--- src/sv/qrm_pkg.sv ---
// Shared widths and types for the quaternion to rotation matrix block.
`default_nettype none
package qrm_pkg;
    localparam int IN_W      = 16;              // quaternion component width
    localparam int FRAC_W    = 14;              // output fraction bits
    localparam int OUT_W     = FRAC_W + 2;      // Q1.14 entry width
    localparam int PROD_W    = 2 * IN_W;        // signed product width
    localparam int NUM_W     = 2 * IN_W + 1;    // numerator magnitude and norm width
    localparam int REM_W     = NUM_W + 1;       // divider remainder width
    localparam int QBITS     = FRAC_W + 2;      // integer bit, fraction bits, round bit
    localparam int N_ENT     = 9;               // matrix entries
    localparam int FIFO_DEPTH = 4;
    localparam int FIFO_AW   = $clog2(FIFO_DEPTH);

    // One classified item handed from the front to the back.
    typedef struct packed {
        logic [N_ENT-1:0]            neg;
        logic [N_ENT-1:0][NUM_W-1:0] mag;
        logic [NUM_W-1:0]            den;
        logic                        zero;
    } work_t;
endpackage
`default_nettype wire

--- src/sv/qrm_fifo.sv ---
// Short queue between the front and the back.
`default_nettype none
module qrm_fifo (
    input  wire logic          aclk,
    input  wire logic          aresetn,
    input  wire logic          push,
    input  wire qrm_pkg::work_t din,
    output logic               full,
    input  wire logic          pop,
    output qrm_pkg::work_t     dout,
    output logic               empty
);
    qrm_pkg::work_t mem [qrm_pkg::FIFO_DEPTH];
    logic [qrm_pkg::FIFO_AW-1:0] wr_ptr_reg, rd_ptr_reg;
    logic [qrm_pkg::FIFO_AW:0]   count_reg;

    assign full  = (count_reg == (qrm_pkg::FIFO_AW+1)'(qrm_pkg::FIFO_DEPTH));
    assign empty = (count_reg == '0);
    assign dout  = mem[rd_ptr_reg];

    // storage
    always_ff @(posedge aclk) begin
        if (push) begin
            mem[wr_ptr_reg] <= din;
        end
    end

    // pointers and fill count
    always_ff @(posedge aclk) begin
        if (!aresetn) begin
            wr_ptr_reg <= '0;
            rd_ptr_reg <= '0;
            count_reg  <= '0;
        end else begin
            if (push) wr_ptr_reg <= wr_ptr_reg + 1'b1;
            if (pop)  rd_ptr_reg <= rd_ptr_reg + 1'b1;
            if (push && !pop)      count_reg <= count_reg + 1'b1;
            else if (pop && !push) count_reg <= count_reg - 1'b1;
        end
    end
endmodule
`default_nettype wire

--- config.mk ---
export PLATFORM = sky130hd
export DESIGN_NAME = qrm_fifo
export DESIGN_NICKNAME = d
export VERILOG_FILES = /design/src/sv/qrm_pkg.sv /design/src/sv/qrm_fifo.sv
export SDC_FILE = /design/constraint.sdc
export NUM_CORES = 1
export LEC_CHECK = 0
export BUFFER_PORTS_ARGS = -buffer_cell sky130_fd_sc_hd__buf_4
export CORE_MARGIN = 5
export CORE_UTILIZATION = 30
export DETAILED_ROUTE_END_ITERATION = 8
export MAX_ROUTING_LAYER = met4
export PLACE_DENSITY = 0.58
export RECOVER_POWER = 25
export SLEW_MARGIN = 0
export SYNTH_ARGS = -nofsm -noshare
export SYNTH_HDL_FRONTEND = slang
export SYNTH_SLANG_ARGS = --single-unit
--- constraint.sdc ---
create_clock -name aclk -period 10.8 [get_ports aclk]
set_clock_uncertainty 0.1 [all_clocks]
set_input_delay 1.62 -clock aclk [delete_from_list [all_inputs] [get_ports aclk]]
set_output_delay 1.62 -clock aclk [all_outputs]
set_load 0.01 [all_outputs]
## Word level (Yosys, flattened, before mapping)

Memories as Yosys holds them, arrays and structs flattened. A register that Yosys moved wholly into a read port is not among the register bits.
Cells that the tools add are included.

| operators by class | value |
|---|---|
| $add $sub $neg | 4 |
| $lt $le $gt $ge | 0 |
| equal/unequal tests | 1 |
| bitwise gates (word level) | 0 |
| reductions and logical operators | 6 |
| shifts and indexed selects | 0 |
| $mul | 0 |
| divide/modulo/power cells | 0 |
| mux-type cells | 6 |

Operator list:

| kind | count |
|---|---|
| $mux 3 | 2 |
| $add 2x1->2 const B | 2 |
| $mux 2 | 2 |
| $add 3x1->3 const B | 1 |
| $eq 3x3->1 const B | 1 |
| $logic_not 3->1 | 1 |
| $sub 3x1->3 const B | 1 |
| $logic_and 1x1->1 | 2 |
| $logic_not 1->1 | 2 |
| $mux 1 | 2 |
| $reduce_bool 2->1 | 1 |

| storage, ports and cells | value |
|---|---|
| output and inout bits | 342 |
| bits in read-only memories | 0 |
| memories kept | 1 |
| bits of input ports | 344 |
| register bits | 7 |
| RAM bits | 1360 |
| word-level logic and storage cells | 21 |
| latch bits | 0 |

Memory list:

| memory | depth | width | rd ports | clocked after Yosys merged registers in | write ports | RTL line | source |
|---|---|---|---|---|---|---|---|
| mem | 4 | 340 | 1 | 1 | 1 | qrm_fifo.sv:13 | `qrm_pkg::work_t mem [qrm_pkg::FIFO_DEPTH];` |

## Depth between registers and ports, before layout

| logic depth | value |
|---|---|
| word-level depth | 4 |
| depth in mapped cells | 7 |
| gate-level depth less buffers | 7 |

## Worst setup path after synthesis

OpenSTA, ideal clock, no wires.

| timing | value |
|---|---|
| kind | input to register |
| from | in push |
| to | mem mem[0][0] (netlist bit), enable pin |
| slack | 678 ps |
| stages on the path | 1 |
| setup time | 744 ps |
| path buffers | 0 |
| arrival time | 9278 ps |
| data required time | 9956 ps |
| cell sequence | and2_1 |

| on the way | value |
|---|---|
| cells in the longest elaborated chain, start to end | 2 |

Ends and longest elaborated chain:

| item | RTL line | source |
|---|---|---|
| start: declaration | qrm_fifo.sv:6 | `input wire logic push,` |
| $mux 1 | qrm_fifo.sv:23 | `if (push) begin` |
| $mux 1 (implied by the code) | qrm_fifo.sv:24 | `mem[wr_ptr_reg] <= din;` |
| end: declaration | qrm_fifo.sv:13 |  |

No other way between the ends.

==> key figures <==
Pwr
  – Maximum vdd drop: 0.1551 mV
  – Final Power: 12.24 mW
  – Pwr/cell area: 200.5 nW/um^2
  – Leakage Power: 19.48 nW

Routing
  – Detailed-route via count: 22140
  – Routed Antenna Nets: 0
  – # DRC: 0
  – DR vias/cell: 4.489
  – WL/cell: 23.45 um
  – WL final: 115.7 mm
  – Initial DRT Pass Iterations: 7
  – DRT iter0 DRCs: 1641

Synth
  – Syn Nets: 2169
  – Mapped Area: 49530 sq um
  – Avg Inst Size Synth: 27.23 sq um
  – Post-synthesis sequential area ratio: 82.82%
  – Synth Instances: 1819
  – Synth top area share: 82.45%
  – Library cells used by synthesis: 21
  – Syn. warnings: 0
  – Biggest area consumer among synthesized cells: edfxtp_1
  – Largest cells by area after synthesis: edfxtp_1, mux4_2, buf_6
  – Yosys reg bits: 1369

GRT
  – Vias in the first global route: 23724
  – Largest net degree at the start of global routing: 124
  – First-pass GRT wire length: 166.8 mm
  – Initial antenna violation count: 30
  – Grt total ovfl: 0
  – Global Route Usage Sum: 13.53%

Timing
  – Worst Max-Slew Pin Slew: 1.108 ns
  – Final Max Tran Viols: 0
  – Tcrit/Tclk final: 52.18%
  – Final hold vios: 0
  – FMAX: 0.1774 GHz
  – Slew HR: 26.15%
  – RSZ-0062 raised after global routing: no
  – Fin Setup TNS: 0 ns
  – Fin crit period: 5.636 ns
  – Worst Hold Slack: 0.4074 ns
  – Fin worst setup slack: 5.164 ns
  – Endpoints failing setup: 0

Clock tree
  – Post-CTS sizing: 0
  – Max Root-Sink Buffers: 3
  – Worst-Skew Late Latency: 0.77 ns
  – CTS buffer count: 149
  – CTS tree: done
  – Reg clk slew, reported paths: 0.06 ns
  – CTS root buffer: clkbuf_16
  – H-tree Lvls: 4
  – Clock tree sinks: 1369
  – Cts hold-fix bufs: 0
  – Post CTS Setup Buffer Count: 0

Die
  – Die area: 173300 sq um
  – Core area: 164600 sq um
  – Die X-Extent: 416.3 um
  – I/O pins: 686
  – Die Height: 416.3 um
  – # rows: 149
  – Starting density of the core: 30.09%

Worst setup path
  – R2r startpoint: wr_ptr_reg[0]
  – Top cell by count, worst path: buf_4
  – Top delay family on crit path: buffers and inverters
  – Reg2reg path depth: 5
  – Critical Path Sink: dout[61]
  – Worst Path Arrival: 3.92 ns
  – Crit start category: register
  – Stages on worst setup path: 4
  – Crit-path max cell delay: 0.82 ns
  – Buf/Inv on CP: 3
  – Critical Path RT: 9.08 ns
  – Critical-path cell list: buf_4 -> buf_4 -> mux4_2 -> buf_4
  – Terminus of the critical flop-to-flop path: mem[0][58]
  – Kind of end point of the critical path: output port
  – CP max-delay cell: buf_4
  – Crit Path Max Fanout: 43
  – Type of the worst setup path: register to output port
  – R2R Setup Slk: 7.48 ns

Placement
  – Post-Place Setup Slack: 5.812 ns
  – HPWL Detailed: 72.88 mm
  – Port bufs: 685
  – GP Congestion: 0.7572

Final layout
  – Fillers: 14936
  – Area Growth Syn to Fin: 23.23%
  – Fraction of layout cells with a size suffix above 1: 37.96%
  – Fin nets: 2956
  – Max FFs per register: 1360

Outcome
  – Status: completed

Run
  – Max-Cap Viols: 0

Min path
  – Hold crit path type: register to register
-- layout make-up --
class | count | area, sq um | share of cell area (%)
multi-input cells | 370 | 7918 | 12.97
flip-flops and latches | 1369 | 41030 | 67.22
clock buffers | 185 | 4033 | 6.607
clock inverters | 76 | 585.6 | 0.9594
well taps | 2189 | 2739 | 4.488
repair buffers | 712 | 4649 | 7.618
diodes | 27 | 67.56 | 0.1107
inverters | 4 | 15.01 | 0.02460
-- cell usage in the layout (no fill, tap or decap), types with 3 or more instances in the layout --
cell type  synthesis  layout
clkinv_2           0      15
clkbuf_16          0     156
buf_12             0      11
clkbuf_1           7     249
mux4_2           340     340
diode_2            0      27
inv_1              4       4
clkinv_8           0       3
ha_1               5       5
dfxtp_1            9       7
clkinv_1           0      39
bufinv_16          0       6
inv_6              0       7
edfxtp_1        1360    1360
buf_4              0     479
clkinv_4           0       3
and2_4             0       4
and2_1             9       5
xor2_1             3       3
-- worst reg2reg max path, stage by stage (launching register included) --
cell,delay [ns]
dfxtp_1,0.35
inv_1,0.10
ha_1,0.14
and2_4,0.62
buf_4,0.69
buf_4,0.83
-- per-stage QoR --
| step | cells | util (%) | instance area (sq um) |
|---|---|---|---|
| floorplan | 1819 | - | 49530 |
| global placement | 4644 | 34.74 | 57180 |
| detailed placement | 4644 | 34.74 | 57180 |
| CTS | 4905 | 37.54 | 61800 |
| global route | 4931 | 37.07 | 61030 |
| finish | 4932 | 37.08 | 61030 |
-- kinds of logic after synthesis --
kind of cell / share of synthesized area [%]
DFF: 82.82
muxes: 15.50
buffers and inverters: 1.218
and+or+nand+nor: 0.1844
adders and majority gates: 0.1667
xor gates and xnor gates: 0.08843
AOI/OAI and AO/OA: 0.02526
-- report_power, final --
group	total, mW	internal [mW]	switching (mW)
Sequential	6.17	6.11	0.0583
Combinational	1.26	0.589	0.673
Clock	4.81	2.79	2.02
-- cell usage after synthesis --
| master | n |
|---|---|
| fa_1 | 1 |
| dfxtp_1 | 9 |
| xnor2_1 | 2 |
| xor2_1 | 3 |
| a21boi_0 | 1 |
| buf_6 | 33 |
| or3_1 | 1 |
| edfxtp_1 | 1360 |
| mux2i_1 | 2 |
| mux4_2 | 340 |
| ha_1 | 5 |
| nor2b_1 | 2 |
| nor3_1 | 1 |
| nor3b_1 | 1 |
| o21ai_0 | 1 |
| inv_1 | 4 |
| nand2_1 | 1 |
| buf_2 | 35 |
| and2_1 | 9 |
| buf_8 | 1 |
| clkbuf_1 | 7 |
-- worst min path at each step --
stage	cells after the start	to	from	slack (ns)
global placement	2	count_reg[2]	count_reg[2]	0.39
finish	2	count_reg[2]	count_reg[2]	0.41
CTS	2	count_reg[2]	count_reg[2]	0.41
floorplan	2	count_reg[2]	count_reg[2]	0.37
detailed placement	2	count_reg[2]	count_reg[2]	0.40
global route	2	count_reg[2]	count_reg[2]	0.49
-- layer usage --
layer | share of wire [%] | GRT usage [%] | vias up
met3 | 6.7 | 4.060 | 207
met2 | 52 | 21.78 | 622
met4 | 4.1 | 6.660 | 0
li1 | - | - | 9551
met5 | 0 | - | -
met1 | 38 | 15.46 | 11760
Power figures use the tool's default switching activity.
